--- src/trd_pkg.sv ---
// Shared types and constants for the timestamped record deframer.
package trd_pkg;

   // Reset value of the maximum payload length register
   localparam logic [31:0] MAX_FRAME_RESET = 32'd262144;

   // Header is eight bytes: four of timestamp, four of length
   localparam int HDR_CNT_W = 3;

   typedef enum logic [1:0] {
      KIND_PAYLOAD = 2'd0,
      KIND_BAD_LEN = 2'd1,
      KIND_SUMMARY = 2'd2
   } kind_type;

   typedef enum logic [1:0] {
      END_CLEAN     = 2'd0,
      END_BAD_LEN   = 2'd1,
      END_TRUNC_HDR = 2'd2,
      END_TRUNC_PAY = 2'd3
   } end_status_type;

   typedef enum logic [2:0] {
      PH_HEADER  = 3'b001,
      PH_PAYLOAD = 3'b010,
      PH_HALTED  = 3'b100
   } phase_type;

   // Input word action codes
   localparam logic ACT_DATA = 1'b0;
   localparam logic ACT_EOF  = 1'b1;

   // One result word as it leaves the parser
   typedef struct packed {
      logic           valid;
      kind_type       kind;
      logic [7:0]     payload_byte;
      logic           frame_last;
      logic [31:0]    frame_number;
      logic [31:0]    timestamp_ms;
      logic [31:0]    frame_length;
      end_status_type end_status;
      logic [31:0]    frames_total;
      logic [31:0]    duration_ms;
   } result_type;

endpackage

--- src/timestamped_record_deframer_core.sv ---
// Top level of the timestamped record deframer: word registers and config.
//
// Usage: the req_ channel carries one word per file byte (req_action low,
// req_data_byte valid) or an end-of-file mark (req_action high). Each record
// is an 8-byte little-endian header (timestamp, then length) and its payload.
// The rsp_ channel returns a payload byte with its frame tags, a bad-length
// error, or an end-of-file summary; header bytes and data after a bad length
// return nothing. The csr_ channel writes the maximum payload length; it is
// always ready, and it is to be written by the user only while the block is
// idle, which the block itself does not enforce. Each result is built
// combinationally from the word in the input register and loads into the
// result register when that word advances. Throughput: one word per cycle
// while rsp_stall does not hold the result word, set by the parser between the two registers.
// Reset: synchronous; the stream state clears, the maximum length returns to
// 262144 and both registers empty. While rsp_stall is high the result word
// holds; once the input register also holds a word, req_stall follows
// rsp_stall in the same cycle.
module timestamped_record_deframer_core (
   input  logic        clock,
   input  logic        reset,
   input  logic        req_valid,
   output logic        req_stall,
   input  logic        req_action,
   input  logic [7:0]  req_data_byte,
   output logic        rsp_valid,
   input  logic        rsp_stall,
   output logic [1:0]  rsp_kind,
   output logic [7:0]  rsp_payload_byte,
   output logic        rsp_frame_last,
   output logic [31:0] rsp_frame_number,
   output logic [31:0] rsp_timestamp_ms,
   output logic [31:0] rsp_frame_length,
   output logic [1:0]  rsp_end_status,
   output logic [31:0] rsp_frames_total,
   output logic [31:0] rsp_duration_ms,
   input  logic        csr_valid,
   output logic        csr_ready,
   input  logic [31:0] csr_data
);
   import trd_pkg::*;

   logic        in_vld_ff, in_vld_in;
   logic        in_action_ff;
   logic [7:0]  in_byte_ff;
   logic [31:0] max_len_ff;
   logic        out_vld_ff, out_vld_in;
   result_type  out_word_ff;
   result_type  parse_res;
   logic        out_free;
   logic        fire;
   logic        req_take;

   // Advance a word when the result register can take whatever it gives
   assign out_free  = !out_vld_ff || !rsp_stall;
   assign fire      = in_vld_ff && out_free;
   assign req_stall = in_vld_ff && !out_free;
   assign req_take  = req_valid && !req_stall;
   assign csr_ready = 1'b1;

   // Hold the maximum length register
   always_ff @(posedge clock) begin
      if (reset) begin
         max_len_ff <= MAX_FRAME_RESET;
      end else if (csr_valid && csr_ready) begin
         max_len_ff <= csr_data;
      end
   end

   // Input word register
   assign in_vld_in = req_take || (in_vld_ff && !fire);

   always_ff @(posedge clock) begin
      if (reset) begin
         in_vld_ff <= 1'b0;
      end else begin
         in_vld_ff <= in_vld_in;
      end
   end

   always_ff @(posedge clock) begin
      if (req_take) begin
         in_action_ff <= req_action;
         in_byte_ff   <= req_data_byte;
      end
   end

   trd_parser u_parser (
      .clock           (clock),
      .reset           (reset),
      .fire            (fire),
      .action          (in_action_ff),
      .data_byte       (in_byte_ff),
      .max_frame_bytes (max_len_ff),
      .result          (parse_res)
   );

   // Result word register
   assign out_vld_in = fire ? parse_res.valid : (out_vld_ff && rsp_stall);

   always_ff @(posedge clock) begin
      if (reset) begin
         out_vld_ff <= 1'b0;
      end else begin
         out_vld_ff <= out_vld_in;
      end
   end

   always_ff @(posedge clock) begin
      if (fire && parse_res.valid) begin
         out_word_ff <= parse_res;
      end
   end

   assign rsp_valid        = out_vld_ff;
   assign rsp_kind         = out_word_ff.kind;
   assign rsp_payload_byte = out_word_ff.payload_byte;
   assign rsp_frame_last   = out_word_ff.frame_last;
   assign rsp_frame_number = out_word_ff.frame_number;
   assign rsp_timestamp_ms = out_word_ff.timestamp_ms;
   assign rsp_frame_length = out_word_ff.frame_length;
   assign rsp_end_status   = out_word_ff.end_status;
   assign rsp_frames_total = out_word_ff.frames_total;
   assign rsp_duration_ms  = out_word_ff.duration_ms;

`ifndef SYNTH
   // An end-of-file word always lands as a summary word
   a_eof_summary: assert property (@(posedge clock) disable iff (reset)
      (fire && in_action_ff == ACT_EOF) |=>
         (out_vld_ff && out_word_ff.kind == KIND_SUMMARY))
      else $error("end of file did not produce a summary word");

   // A blocked input word holds until it can advance
   a_in_hold: assert property (@(posedge clock) disable iff (reset)
      (in_vld_ff && !fire) |=>
         (in_vld_ff && $stable(in_byte_ff) && $stable(in_action_ff)))
      else $error("input word lost while blocked");

   // Last-byte mark only rides on payload words
   a_last_payload: assert property (@(posedge clock) disable iff (reset)
      (out_vld_ff && out_word_ff.frame_last) |->
         (out_word_ff.kind == KIND_PAYLOAD))
      else $error("frame_last set on a non-payload word");

   // The input side stalls only while a word is held
   a_stall_held: assert property (@(posedge clock) disable iff (reset)
      req_stall |-> (in_vld_ff && out_vld_ff))
      else $error("stall raised with nothing held");
`endif

endmodule

--- src/trd_parser.sv ---
// Record parser: header assembly, payload counting and result word build.
module trd_parser (
   input  logic                clock,
   input  logic                reset,
   input  logic                fire,
   input  logic                action,
   input  logic [7:0]          data_byte,
   input  logic [31:0]         max_frame_bytes,
   output trd_pkg::result_type result
);
   import trd_pkg::*;

   phase_type              phase_ff, phase_in;
   logic [HDR_CNT_W-1:0]   hdr_cnt_ff, hdr_cnt_in;
   logic [31:0]            cur_ts_ff, cur_ts_in;
   logic [31:0]            cur_len_ff, cur_len_in;
   logic [31:0]            remain_ff, remain_in;
   logic [31:0]            frames_ff, frames_in;
   logic [31:0]            last_ts_ff, last_ts_in;
   logic [31:0]            len_full;
   logic                   len_bad;
   logic                   pay_last;

   // Length as it stands once the final header byte shifts in
   assign len_full = {data_byte, cur_len_ff[31:8]};
   assign len_bad  = (len_full == 32'd0) || (len_full > max_frame_bytes);
   assign pay_last = (remain_ff == 32'd1);

   // Next state and result word for one processed input word
   always_comb begin
      phase_in   = phase_ff;
      hdr_cnt_in = hdr_cnt_ff;
      cur_ts_in  = cur_ts_ff;
      cur_len_in = cur_len_ff;
      remain_in  = remain_ff;
      frames_in  = frames_ff;
      last_ts_in = last_ts_ff;
      result     = '0;
      result.kind       = KIND_PAYLOAD;
      result.end_status = END_CLEAN;
      if (fire) begin
         if (action == ACT_EOF) begin
            // report the file summary, then clear for the next file
            result.valid        = 1'b1;
            result.kind         = KIND_SUMMARY;
            result.frames_total = frames_ff;
            result.duration_ms  = last_ts_ff;
            if (phase_ff == PH_HALTED) begin
               result.end_status = END_BAD_LEN;
            end else if (phase_ff == PH_PAYLOAD) begin
               result.end_status = END_TRUNC_PAY;
            end else if (hdr_cnt_ff != '0) begin
               result.end_status = END_TRUNC_HDR;
            end else begin
               result.end_status = END_CLEAN;
            end
            phase_in   = PH_HEADER;
            hdr_cnt_in = '0;
            cur_ts_in  = '0;
            cur_len_in = '0;
            remain_in  = '0;
            frames_in  = '0;
            last_ts_in = '0;
         end else begin
            case (phase_ff)
               PH_HEADER: begin
                  // shift header bytes in, least significant first
                  hdr_cnt_in = hdr_cnt_ff + 1'b1;
                  if (hdr_cnt_ff[HDR_CNT_W-1] == 1'b0) begin
                     cur_ts_in = {data_byte, cur_ts_ff[31:8]};
                  end else begin
                     cur_len_in = len_full;
                  end
                  if (hdr_cnt_ff == {HDR_CNT_W{1'b1}}) begin
                     if (len_bad) begin
                        phase_in            = PH_HALTED;
                        result.valid        = 1'b1;
                        result.kind         = KIND_BAD_LEN;
                        result.frame_number = frames_ff;
                        result.timestamp_ms = cur_ts_ff;
                        result.frame_length = len_full;
                     end else begin
                        phase_in  = PH_PAYLOAD;
                        remain_in = len_full;
                     end
                  end
               end
               PH_PAYLOAD: begin
                  // pass the byte through and count down the frame
                  remain_in           = remain_ff - 32'd1;
                  result.valid        = 1'b1;
                  result.kind         = KIND_PAYLOAD;
                  result.payload_byte = data_byte;
                  result.frame_last   = pay_last;
                  result.frame_number = frames_ff;
                  result.timestamp_ms = cur_ts_ff;
                  result.frame_length = cur_len_ff;
                  if (pay_last) begin
                     frames_in  = frames_ff + 32'd1;
                     last_ts_in = cur_ts_ff;
                     phase_in   = PH_HEADER;
                     hdr_cnt_in = '0;
                  end
               end
               PH_HALTED: begin
                  // drop data until end of file
                  phase_in = PH_HALTED;
               end
               default: begin
                  phase_in = PH_HEADER;
               end
            endcase
         end
      end
   end

   // Hold the stream state
   always_ff @(posedge clock) begin
      if (reset) begin
         phase_ff   <= PH_HEADER;
         hdr_cnt_ff <= '0;
         cur_ts_ff  <= '0;
         cur_len_ff <= '0;
         remain_ff  <= '0;
         frames_ff  <= '0;
         last_ts_ff <= '0;
      end else begin
         phase_ff   <= phase_in;
         hdr_cnt_ff <= hdr_cnt_in;
         cur_ts_ff  <= cur_ts_in;
         cur_len_ff <= cur_len_in;
         remain_ff  <= remain_in;
         frames_ff  <= frames_in;
         last_ts_ff <= last_ts_in;
      end
   end

endmodule
--- config.mk ---
export PLATFORM = sky130hd
export DESIGN_NAME = timestamped_record_deframer_core
export DESIGN_NICKNAME = d
export VERILOG_FILES = /design/src/trd_pkg.sv /design/src/timestamped_record_deframer_core.sv /design/src/trd_parser.sv
export SDC_FILE = /design/constraint.sdc
export NUM_CORES = 1
export LEC_CHECK = 0
export ABC_CLOCK_PERIOD_IN_PS = 13700
export BUFFER_PORTS_ARGS = -buffer_cell sky130_fd_sc_hd__buf_2
export CAP_MARGIN = 20
export CORE_MARGIN = 3
export CORE_UTILIZATION = 57
export DETAILED_ROUTE_END_ITERATION = 10
export PLACE_DENSITY = 0.79
export SLEW_MARGIN = 20
export SYNTH_ARGS = -nofsm -noshare
export SYNTH_HDL_FRONTEND = slang
export SYNTH_SLANG_ARGS = --single-unit
--- constraint.sdc ---
create_clock -name clock -period 13.7 [get_ports clock]
set_clock_uncertainty 0.1 [all_clocks]
set_input_delay 2.74 -clock clock [delete_from_list [all_inputs] [get_ports clock]]
set_output_delay 2.74 -clock clock [all_outputs]
set_load 0.02 [all_outputs]
-- Word level (Yosys, flattened, before mapping)
Index checks and enable logic that the tools add are counted.
- output and inout port bits: 176
- word-level logic and storage cells: 109
- bits of input ports: 46
- register bits after elaboration: 382
- equal/unequal tests: 9
- $add $sub $neg: 3
- bitwise logic cells: 3
- mux-type cells: 39
- $lt $le $gt $ge: 1
- reductions and logical operators: 31
- operator list (cell ; number):
    32-bit two-way mux ; 15
    96-bit two-way mux ; 2
    96-bit case mux with 2 select lines ; 1
    174-bit two-way mux ; 1
    105-bit two-way mux ; 1
    66-bit two-way mux ; 1
    32-bit case mux with 2 select lines ; 1
    32-bit by 1-bit adder with 32-bit output, second input constant ; 1
    32-bit by 1-bit equality test with 1-bit output, second input constant ; 1
    32-bit > comparator ; 1
    32-bit logical NOT ; 1
    32-bit by 1-bit subtractor with 32-bit output, second input constant ; 1
    3-bit two-way mux ; 9
    3-bit AND reduction ; 5
    3-bit case mux with 2 select lines ; 2
    9-bit two-way mux ; 1
    3-bit case mux with 3 select lines ; 1
    2-bit nonzero test ; 4
    3-bit equality test, second input constant ; 2
    1-bit logical AND ; 6
    2-bit two-way mux ; 3
    3-bit by 2-bit != test with 1-bit output, second input constant ; 2
    3-bit nonzero test ; 2
    3-bit OR reduction ; 2
    12 further kinds ; 20

-- Logic depth before layout (Yosys ltp)
Gate-level depths: netlist of the first run.
- depth in word-level cells: 8
- gate-level depth with buffers: 13
- depth with buffers taken out: 10

-- Hierarchy
A second synthesis of the first run with hierarchy kept.
- cells, all modules: 1575
- area total of the unflattened synthesis: 16374.5 sq um
- by module, submodules not included (module ; area an instance (sq um) ; cells each ; instances ; seq. area each (sq um)):
    trd_parser ; 9641.7 ; 1275 ; 1 ; 3323.2
    timestamped_record_deframer_core ; 6732.7 ; 300 ; 1 ; 6145.9

-- Worst setup path after synthesis of the first run
No wires, ideal clock.
- path kind: input-to-reg
- start point: in rsp_stall
- end point: reg out_word_ff (netlist bit rsp_duration_ms[0]), enable pin
- setup slack: 2.750 ns
- data required time: 12.891 ns
- library setup time: 0.709 ns
- path buffers: 0
- cell stages on the path: 3
- arrival time: 10.141 ns
- cell sequence: nand2_1 nand2_1 nor2_1
- cells in the longest elaborated chain, start to end: 5
- ends and longest elaborated chain (element ; line ; RTL):
    start, declared ; timestamped_record_deframer_core.sv:26 ; input logic rsp_stall,
    1-bit logical NOT (*) ; timestamped_record_deframer_core.sv:54 ; assign out_free = !out_vld_ff || !rsp_stall;
    1-bit logical OR (*) ; timestamped_record_deframer_core.sv:54 ;
    1-bit logical AND (*) ; timestamped_record_deframer_core.sv:55 ; assign fire = in_vld_ff && out_free;
    174-bit two-way mux ; trd_parser.sv:41 ; if (fire) begin
    1-bit logical AND (*) ; timestamped_record_deframer_core.sv:109 ; if (fire && parse_res.valid) begin
    end signal, assigned ; timestamped_record_deframer_core.sv:110 ; out_word_ff <= parse_res;
    end, declared ; timestamped_record_deframer_core.sv:47 ; result_type out_word_ff;
Every way passes the cells marked *; elsewhere a longest branch is shown, timed or not.
A chain may end at the register's enable or synchronous reset.

-- Worst setup path after layout of the first run
- start point: in rsp_stall
- end point: out req_stall
- cells in the longest elaborated chain, start to end: 4
- ends and longest elaborated chain (element ; line ; RTL):
    1-bit logical NOT ; timestamped_record_deframer_core.sv:54 ;
    1-bit logical OR ; timestamped_record_deframer_core.sv:54 ;
    1-bit logical NOT ; timestamped_record_deframer_core.sv:56 ; assign req_stall = in_vld_ff && !out_free;
    1-bit logical AND ; timestamped_record_deframer_core.sv:56 ;
    end, declared ; timestamped_record_deframer_core.sv:22 ; output logic req_stall,
No other way between the ends.

==> out/qor.txt, run 1 <==
Chip Height -> 174 microns
global route total overflow -> 0
clk sinks -> 382
Flop pwr share -> 49.9%
Final Hold Fails -> 0
final setup TNS -> 0 ns
critical-path cell list -> buf_2 -> and3_1 -> buf_2
drt initial violations -> 1163
vias in the first global route -> 11800
WL per Instance -> 18.5 microns
TritonCTS Buffers -> 40
Worst R2R Path Depth -> 9
Mapped Area -> 16100 sq um
worst hold path depth -> 2
Placement Rows -> 60
# fillers -> 2082
hold buffers post-CTS -> 0
footprint of the multi-input gates -> 6090 sq um
Worst-Margin Slew -> 1.07 ns
Final ANT Viol Nets -> 0
Peak VDD IR -> 0.101 mV
placed cell area -> 17400 sq um
IO buf count -> 220
num ports -> 222
final critical path time including I/O delays and setup -> 6.14 ns
Reg2Reg Setup Slack -> 8.05 ns
drt drc -> 0
Crit Path Class -> in -> out
CP arrival -> 3.30 ns
Mapped Avg Cell Area -> 10.7 sq um
Power Density -> 131 nW/um^2
RSZ-0062 raised after global routing -> no
period utilisation layout -> 44.8%
Static Leak -> 7.54 nW
Max Root-Sink Buffers -> 3
register area -> 9470 sq um
Crit. End Element -> output port
Pint -> 0.00191 W
Net Sw Frac -> 22.7%
FF-to-FF Start -> in_byte_ff[7]
Post-CTS Resized -> 0
share of layout cells above drive strength 1 -> 19.0%
synthesized instance count -> 1504
Initial Util -> 58.9%
detailed placer's ending HPWL -> 24900 microns
status -> completed
crit start category -> input port
Fmax achieved -> 163 MHz
die area -> 30400 sq um
GRT Util Overall -> 24.8%
CP max stage delay -> 0.24 ns
Clock transition at path regs -> 0.05 ns
share of total power in the clock network -> 44.3%
Min-Delay Path Class -> reg -> reg
worst hold margin -> 0.393 ns
Slew headroom -> 28.6%
# H-tree levels -> 2
CTS tree -> built
CP dominant cell by count -> buf_2
Max Slew Vio Count -> 0
nets -> 1761
hold wc startpoint -> max_len_ff[18]
RR Endpoint -> rsp_duration_ms[9]
RD Place Congestion -> 0.876
switching pwr -> 0.000558 W
Synth Register Bits -> 382
first-pass GRT wire length -> 62100 microns
synthesis warning total -> 0
Hold Crit Endpoint -> max_len_ff[18]
Chip Width -> 174 microns
Setup Buffers After CTS -> 0
Comb power frac -> 5.7%
Final Instance Area -> 18800 sq um
asr flop ratio synth -> 0%
Area Growth Syn to Fin -> 16.4%
vias post-DR -> 12300
Syn Nets -> 1588
antenna violations before repair -> 1
1st-pass router iterations -> 6
largest net degree at the start of global routing -> 100
maxcap violations -> 0
worst skew pair latency -> 0.54 ns
CP max-delay cell -> and3_1
WL final -> 38500 microns
crit-path max FO -> 3
top_reg_cell synth -> dfxtp_1
Core Area -> 27400 sq um
Root Buffer Master -> clkbuf_16
sequential fraction of the synthesis area -> 58.7%
Setup-failing EPs final -> 0
CP required -> 10.86 ns
Via-to-Cell Ratio -> 5.89
Netlist cell types -> 65
Post-synth EDFFs -> 182
-- state kept, by name, summed over array words and instances (netlist names), 2 cells and up --
register             cells
rsp_frames_total        32
u_parser.last_ts_ff     32
u_parser.cur_ts_ff      32
u_parser.cur_len_ff     32
rsp_frame_number        32
rsp_duration_ms         32
in_byte_ff               8
rsp_timestamp_ms        32
u_parser.phase_ff        3
max_len_ff              32
rsp_kind                 2
u_parser.hdr_cnt_ff      3
u_parser.remain_ff      32
rsp_payload_byte         8
rsp_frame_length        32
u_parser.frames_ff      32
rsp_end_status           2
-- layer usage --
layer	vias to the layer above	wire, microns	track usage, %	part of all wire [%]
li1	5796	-	-	-
met1	5840	16100	33.2	42
met2	538	18400	41.5	48
met3	85	2950	3.93	7.7
met4	0	1040	8.08	2.7
met5	-	0	0	0
-- per-stage QoR --
stage               worst slack (ns)  std cells  utilization, %  total power, W
detailed placement              7.54       2007            63.7         0.00139
finish                          7.56       2082            68.6         0.00246
CTS                             7.55       2081            68.5         0.00248
global route                    7.53       2081            68.5         0.00254
floorplan                       2.75       1504               -         0.00135
global placement                7.55       2007            63.7         0.00139
-- power by group through the flow --
stage	registers [W]	logic, W	clock network [W]
6_report	0.00123	0.000141	0.00109
5_1_grt	0.00123	0.000157	0.00115
4_1_cts	0.00123	0.000141	0.00111
3_3_place_gp	0.00125	0.000136	0
3_5_place_dp	0.00125	0.000140	0
2_1_floorplan	0.00126	0.0000900	0
-- cell type report --
type	count	share of cell area, %
clock buffer	48	5.60
timing repair buffer	235	6.47
clock inverter	26	1.52
antenna	1	0.0133
sequential	382	50.4
multi-input combinational	963	32.4
tap	372	2.48
inverter	55	1.10
-- cells in the final DEF (no fill, tap or decap), drive strengths merged, types with 8 or more instances in the layout --
| cell | n |
|---|---|
| a21oi | 70 |
| nand3 | 16 |
| nand4 | 23 |
| nor3 | 26 |
| dfxtp | 200 |
| xnor2 | 14 |
| o21ai | 41 |
| nor4 | 21 |
| and3 | 72 |
| clkbuf | 48 |
| xor2 | 15 |
| a31o | 9 |
| a22oi | 73 |
| inv | 56 |
| mux2i | 37 |
| a22o | 32 |
| buf | 235 |
| nor2 | 217 |
| nand2 | 58 |
| ha | 38 |
| and2 | 66 |
| clkinv | 17 |
| or3 | 13 |
| edfxtp | 182 |
| a211oi | 9 |
| nor3b | 37 |
| o211ai | 8 |
-- critical path, delay by kind of cell --
family                 cells  cell delay [ns]
AND/OR/NAND/NOR            1             0.24
buffers and inverters      2             0.31
-- how the worst max path moves through the flow --
stage,start,endpoint,slack [ns],cells past startpoint
6_report,rsp_stall,req_stall,7.56,3
5_1_grt,rsp_stall,req_stall,7.53,3
4_1_cts,rsp_stall,req_stall,7.55,3
3_5_place_dp,rsp_stall,rsp_duration_ms[9],7.54,6
3_3_place_gp,rsp_stall,req_stall,7.55,3
2_1_floorplan,rsp_stall,rsp_duration_ms[0],2.75,3
-- synthesized netlist by cell type, drive strengths merged (21+ instances only) --
cell type,count,share of area (%)
a22o,32,1.7
nor3b,37,1.8
nor2,217,5.1
clkbuf,85,2.0
mux2i,37,2.3
nor3,26,0.87
nor4,21,0.98
o21ai,41,1.3
edfxtp,182,34
nand4,23,0.89
dfxtp,200,25
ha,38,2.9
nand2,58,1.3
and3,72,2.8
and2,66,2.6
a22oi,73,3.4
a21oi,70,2.2
inv,54,1.3
-- cell families after synthesis --
group                    count (synthesis)  synth area share, %
flip-flops                             382                 58.7
AO/OA/AOI/OAI                          286                 12.2
adder cells (fa/ha/maj)                 38                 2.95
buffers and inverters                  159                 3.88
other                                    1               0.0232
XOR/XNOR                                29                 1.57
multiplexers                            37                 2.29
AND/OR/NAND/NOR                        572                 18.4
No activity file was read; power rests on OpenSTA's default activity.
==> run 2, diff against run 1 <==
ABC_AREA = 1   (was not set)
ABC_CLOCK_PERIOD_IN_PS = 5100   (was 13700)
CORE_UTILIZATION = 52   (was 57)
PLACE_DENSITY = 0.76   (was 0.79)
clock period = 5.1 ns   (was 13.7 ns; I/O delays follow)
==> run 2 against run 1 <==
  * Sequential share of layout area fell by 2.7 points
  * Die area rose by 16%
  * Register-to-register slack got worse by 6.4 ns
  * Setup slack got worse by 5.9 ns
  * Core utilization fell by 7.8 points
  * Non-clock buffer count rose by 1
  * Largest cell class unchanged
==> out/qor.txt, run 2 <==
status -> completed
fin cells -> 2689
final critical path time including I/O delays and setup -> 3.45 ns
nets -> 2301
worst hold path depth -> 2
num ports -> 222
hold wc startpoint -> u_parser.last_ts_ff[31]
Initial Util -> 52.8%
Setup Buffers After CTS -> 0
Crit Path Class -> reg -> reg
top_reg_cell synth -> dfxtp_1
Chip Width -> 188 microns
RR Endpoint -> rsp_kind[0]
1st-pass router iterations -> 6
# fillers -> 2820
GRT Util Overall -> 25.9%
CP max-delay cell -> edfxtp_1
WL final -> 46900 microns
top cells by area, synth -> edfxtp_1 32%, dfxtp_1 23%, nand2_1 8.8%, nor2_1 6.8%, a21oi_1 6.5%
commonest non-fill, non-tap cell in the layout -> nand2_1
Mapped Area -> 17200 sq um
Final Hold Fails -> 0
Min-Delay Path Class -> reg -> reg
switching pwr -> 0.00178 W
Worst R2R Path Depth -> 14
placed instance count -> 2618
Worst-Margin Slew -> 1.12 ns
synthesis warning total -> 0
drt initial violations -> 1357
sequential fraction of the synthesis area -> 55.0%
drt drc -> 0
IO buf count -> 220
die area -> 35300 sq um
CTS tree -> built
crit-path max FO -> 37
FF-to-FF Start -> in_byte_ff[7]
diodes inserted -> 0
global route total overflow -> 0
WL per Instance -> 17.4 microns
Peak VDD IR -> 0.234 mV
Reg2Reg Setup Slack -> 1.65 ns
share of total power in the clock network -> 41.4%
Clock transition at path regs -> 0.06 ns
Crit. Startpoint -> in_byte_ff[7]
Max Slew Vio Count -> 0
Placement Rows -> 66
Max Root-Sink Buffers -> 3
share of layout cells above drive strength 1 -> 14.2%
largest net degree at the start of global routing -> 97
Hold Crit Endpoint -> u_parser.last_ts_ff[31]
maxcap violations -> 0
Mapped Avg Cell Area -> 8.41 sq um
top post-synthesis cells by count -> 404 x nand2_1, 312 x nor2_1, 223 x a21oi_1
detailed placer's ending HPWL -> 32000 microns
Netlist cell types -> 47
TritonCTS Buffers -> 39
Final ANT Viol Nets -> 0
vias post-DR -> 14700
synthesized instance count -> 2048
Root Buffer Master -> clkbuf_16
Post-CTS Resized -> 0
Pint -> 0.00519 W
CP arrival -> 3.51 ns
CP required -> 5.16 ns
CP max stage delay -> 0.47 ns
# H-tree levels -> 2
Syn Nets -> 2132
Flop pwr share -> 48.2%
placed cell area -> 18500 sq um
RSZ-0062 raised after global routing -> no
asr flop ratio synth -> 0%
Area Growth Syn to Fin -> 15.2%
RD Place Congestion -> 0.932
top-count cell post-synth -> nand2_1
cell accounting for the most synthesized area -> edfxtp_1
Final Instance Area -> 19800 sq um
Crit. End Element -> register
antenna violations before repair -> 0
clk sinks -> 382
Power Density -> 352 nW/um^2
most frequent cells in the layout -> 403 x nand2_1, 311 x nor2_1, 223 x a21oi_1
CP dominant cell by count -> nand2_1
Fmax achieved -> 290 MHz
Static Leak -> 7.52 nW
final setup TNS -> 0 ns
Core Area -> 32600 sq um
Pwr Total -> 0.00697 W
Via-to-Cell Ratio -> 5.46
Chip Height -> 188 microns
period utilisation layout -> 67.7%
Slew headroom -> 25.0%
worst skew pair latency -> 0.54 ns
Net Sw Frac -> 25.6%
critical-path cell list -> ha_1 -> nand2_1 -> nor2_1 -> nand2_1 -> nor2_1 -> nand2_1 -> nand2_1 -> nand2_1 -> nand2_4 -> nand2_2 -> nand2_1 -> nand2_1 -> clkinvlp_4 -> buf_4
Post-synth EDFFs -> 182
Setup-failing EPs final -> 0
Synth top area share -> 31.7%
first-pass GRT wire length -> 74700 microns
Comb power frac -> 10.4%
crit start category -> register
Synth Register Bits -> 382
hold buffers post-CTS -> 0
vias in the first global route -> 14100
==> run 2: changes by cell type in the layout (fill, tap and decap cells not counted), moves of 66 or more <==
cell     change
nor2_1      +98
a22oi_1     -72
a21oi_1    +154
and2_1      -66
nand2_1    +345
and3_1      -72
inv_1      +150
nand3_1     +98
==> run 2: cells by family (layout without fill, tap and decap cells) <==
logic type / after synthesis / after routing / synth area share, %
AO/OA/AOI/OAI: 356 / 356 / 10.8
other: 1 / 1 / 0.0218
flip-flops: 382 / 382 / 55.0
XOR/XNOR: 29 / 29 / 1.48
AND/OR/NAND/NOR: 921 / 921 / 22.4
buffers and inverters: 321 / 520 / 7.60
adder cells (fa/ha/maj): 38 / 38 / 2.76
==> run 2: layout make-up <==
class | count | area [sq um] | share of cell area, %
Tap cell | 442 | 553 | 2.79
Sequential cell | 382 | 9470 | 47.7
Timing Repair Buffer | 236 | 1250 | 6.30
Clock inverter | 13 | 150 | 0.757
Multi-Input combinational cell | 1345 | 6460 | 32.6
Clock buffer | 58 | 1150 | 5.81
Inverter | 213 | 803 | 4.05
==> run 2: power by group through the flow <==
stage               combinational (W)  sequential (W)  clock, W
finish                       0.000723         0.00336   0.00289
global route                 0.000803         0.00337   0.00303
CTS                          0.000716         0.00336   0.00291
detailed placement           0.000711         0.00343         0
global placement             0.000700         0.00342         0
floorplan                    0.000480         0.00346         0
==> run 2: per-stage QoR <==
step                      utilization (%)  hold slack [ns]  setup WS [ns]
after floorplan                         -            0.333          0.419
after global placement               56.8            0.348           1.68
after detailed placement             56.8            0.355           1.51
after CTS                            60.8            0.362           1.49
after global routing                 60.8            0.383           1.39
final                                60.8            0.363           1.65
==> run 2: how the worst max path moves through the flow <==
| stage | slack, ns | endpoint |
|---|---|---|
| floorplan | 0.42 | rsp_duration_ms[0] |
| global placement | 1.68 | rsp_frame_number[0] |
| detailed placement | 1.51 | rsp_timestamp_ms[29] |
| CTS | 1.49 | rsp_timestamp_ms[30] |
| global route | 1.39 | rsp_kind[0] |
| finish | 1.65 | rsp_kind[0] |
==> run 2: worst max-delay path: cells and delay by family, from the launching register on <==
kind	cells	cell delay, ns
buf+inv	2	0.69
fa+ha+maj	1	0.34
flops	1	0.47
simple gates	11	1.44
==> run 2: layer usage <==
| metal | up-vias | GRT usage [%] | share of wire, % |
|---|---|---|---|
| met3 | 144 | 3.98 | 6.7 |
| met2 | 600 | 44.0 | 48 |
| li1 | 7092 | - | - |
| met5 | - | 0 | 0 |
| met1 | 6850 | 33.1 | 41 |
| met4 | 0 | 11.1 | 4.5 |
==> run 3, diff against run 2 <==
ABC_CLOCK_PERIOD_IN_PS = 3400   (was 5100)
CORE_UTILIZATION = 58   (was 52)
PLACE_DENSITY = 0.8   (was 0.76)
clock period = 3.4 ns   (was 5.1 ns; I/O delays follow)
==> run 3 against run 2 <==
  * Die area is 10% lower
  * Via count up 2.4%
  * Cell count is 1.5% lower
  * Critical path depth is the same
  * Largest power group unchanged
  * Highest routed layer unchanged
  * Maximum frequency increased by 13%
  * Setup slack got worse by 1.3 ns
  * Combinational power grew 55%
  * First-iteration DRC count up 23%
==> out/qor.txt, run 3 (synthesis gave the netlist of run 2 again) <==
Worst-Margin Slew -> 0.850 ns
hold buffers post-CTS -> 0
Reg2Reg Setup Slack -> 0.34 ns
placed cell area -> 18700 sq um
diodes inserted -> 0
Area Growth Syn to Fin -> 16.3%
# H-tree levels -> 2
vias post-DR -> 15000
Worst R2R Path Depth -> 14
drt drc -> 0
GRT Util Overall -> 29.3%
die area -> 31800 sq um
crit-path max FO -> 55
commonest non-fill, non-tap cell in the layout -> nand2_1
share of total power in the clock network -> 42.0%
Max Root-Sink Buffers -> 3
Setup-failing EPs final -> 0
RD Place Congestion -> 0.956
num ports -> 222
1st-pass router iterations -> 6
Post-Place Setup Slack -> 0.431 ns
Pint -> 0.00790 W
final critical path time including I/O delays and setup -> 3.06 ns
CTS tree -> built
global route total overflow -> 0
Setup Buffers After CTS -> 0
Crit Path Class -> reg -> reg
Clock transition at path regs -> 0.07 ns
detailed placer's ending HPWL -> 32400 microns
share of layout cells above drive strength 1 -> 15.4%
Final Util -> 69.0%
Placement Rows -> 62
WL final -> 47400 microns
Power Density -> 531 nW/um^2
WL per Instance -> 17.9 microns
Comb power frac -> 10.6%
Crit. Startpoint -> u_parser.cur_len_ff[19]
Final ANT Viol Nets -> 0
first-pass GRT wire length -> 74500 microns
period utilisation layout -> 90.0%
crit start category -> register
crit path capture -> rsp_frame_length[2]
Via-to-Cell Ratio -> 5.68
largest net degree at the start of global routing -> 78
Chip Height -> 178 microns
vias in the first global route -> 14300
Max Slew Vio Count -> 0
TritonCTS Buffers -> 39
worst hold margin -> 0.226 ns
maxcap violations -> 0
CP required -> 3.56 ns
final setup TNS -> 0 ns
status -> completed
antenna violations before repair -> 0
most frequent cells in the layout -> 401 x nand2_1, 311 x nor2_1, 223 x a21oi_1
Net Sw Frac -> 25.7%
slack of the critical path -> 0.341 ns
Static Leak -> 7.67 nW
drt initial violations -> 1675
clk sinks -> 382
Min-Delay Path Class -> in -> reg
Root Buffer Master -> clkbuf_16
switching pwr -> 0.00274 W
Final Hold Fails -> 0
Flop pwr share -> 47.4%
Post-CTS Resized -> 0
Final Instance Area -> 20000 sq um
Core Area -> 29000 sq um
Fmax achieved -> 327 MHz
IO buf count -> 220
nets -> 2317
Initial Util -> 59.3%
CP arrival -> 3.22 ns
worst skew pair latency -> 0.55 ns
FF-to-FF Start -> u_parser.cur_len_ff[19]
RR Endpoint -> rsp_frame_length[2]
RSZ-0062 raised after global routing -> no
Chip Width -> 178 microns
Peak VDD IR -> 0.467 mV
Crit. End Element -> register
Slew headroom -> 43.3%
-- run 3: cell types whose count changed in the layout (fill, tap and decap cells not counted), sizes merged --
cell,before,now
bufinv,2,5
clkinvlp,1,3
inv,211,213
clkinv,12,17
clkbuf,58,47
buf,236,252
-- run 3: worst min path at each step --
stage / from / end / slack [ns] / cells past startpoint
5_1_grt: req_data_byte[5] / in_byte_ff[5] / 0.21 / 1
4_1_cts: req_data_byte[5] / in_byte_ff[5] / 0.21 / 1
2_1_floorplan: max_len_ff[29] / max_len_ff[29] / 0.33 / 2
6_report: req_data_byte[2] / in_byte_ff[2] / 0.23 / 1
3_5_place_dp: u_parser.last_ts_ff[9] / u_parser.last_ts_ff[9] / 0.35 / 2
3_3_place_gp: u_parser.cur_len_ff[5] / u_parser.cur_len_ff[5] / 0.35 / 2
-- run 3: layout make-up --
class	instances	area, sq um
fillers	2312	8980
clock inverters	25	310
well taps	384	480
repair buffers	252	1460
multi-input cells	1345	6460
clock buffers	47	1050
inverters	213	803
flip-flops and latches	382	9470
-- run 3: per-stage QoR --
step	power [W]	cells
CTS	0.0107	2648
global placement	0.00622	2576
floorplan	0.00591	2048
detailed placement	0.00625	2576
global route	0.0110	2648
finish	0.0106	2648
-- run 3: metal layers --
metal  wire (microns)  GRT usage, %  up-vias
met5                0             0        -
met4             2040          12.9        0
met3             3410          3.55      145
met2            23100          50.0      758
met1            18900          37.7     7017
li1                 -             -     7117
-- run 3: worst max-delay path, stage by stage, from the launching register on --
cell	delay (ns)
dfxtp_1	0.62
ha_1	0.34
a21oi_1	0.16
a21oi_1	0.09
nor2_1	0.10
nand2_1	0.08
nand2_1	0.07
nand2_1	0.06
nand2_2	0.10
nand2_4	0.11
nand2_4	0.10
nand2_2	0.05
nand2_2	0.10
clkinvlp_4	0.32
buf_12	0.32
-- run 3: power groups by stage --
stage	Sequential (W)	Combinational, W	Clock (W)
after floorplan	0.00518	0.000723	0
after global placement	0.00513	0.00108	0
after detailed placement	0.00514	0.00111	0
after CTS	0.00504	0.00111	0.00450
after global routing	0.00506	0.00124	0.00469
final	0.00504	0.00112	0.00447
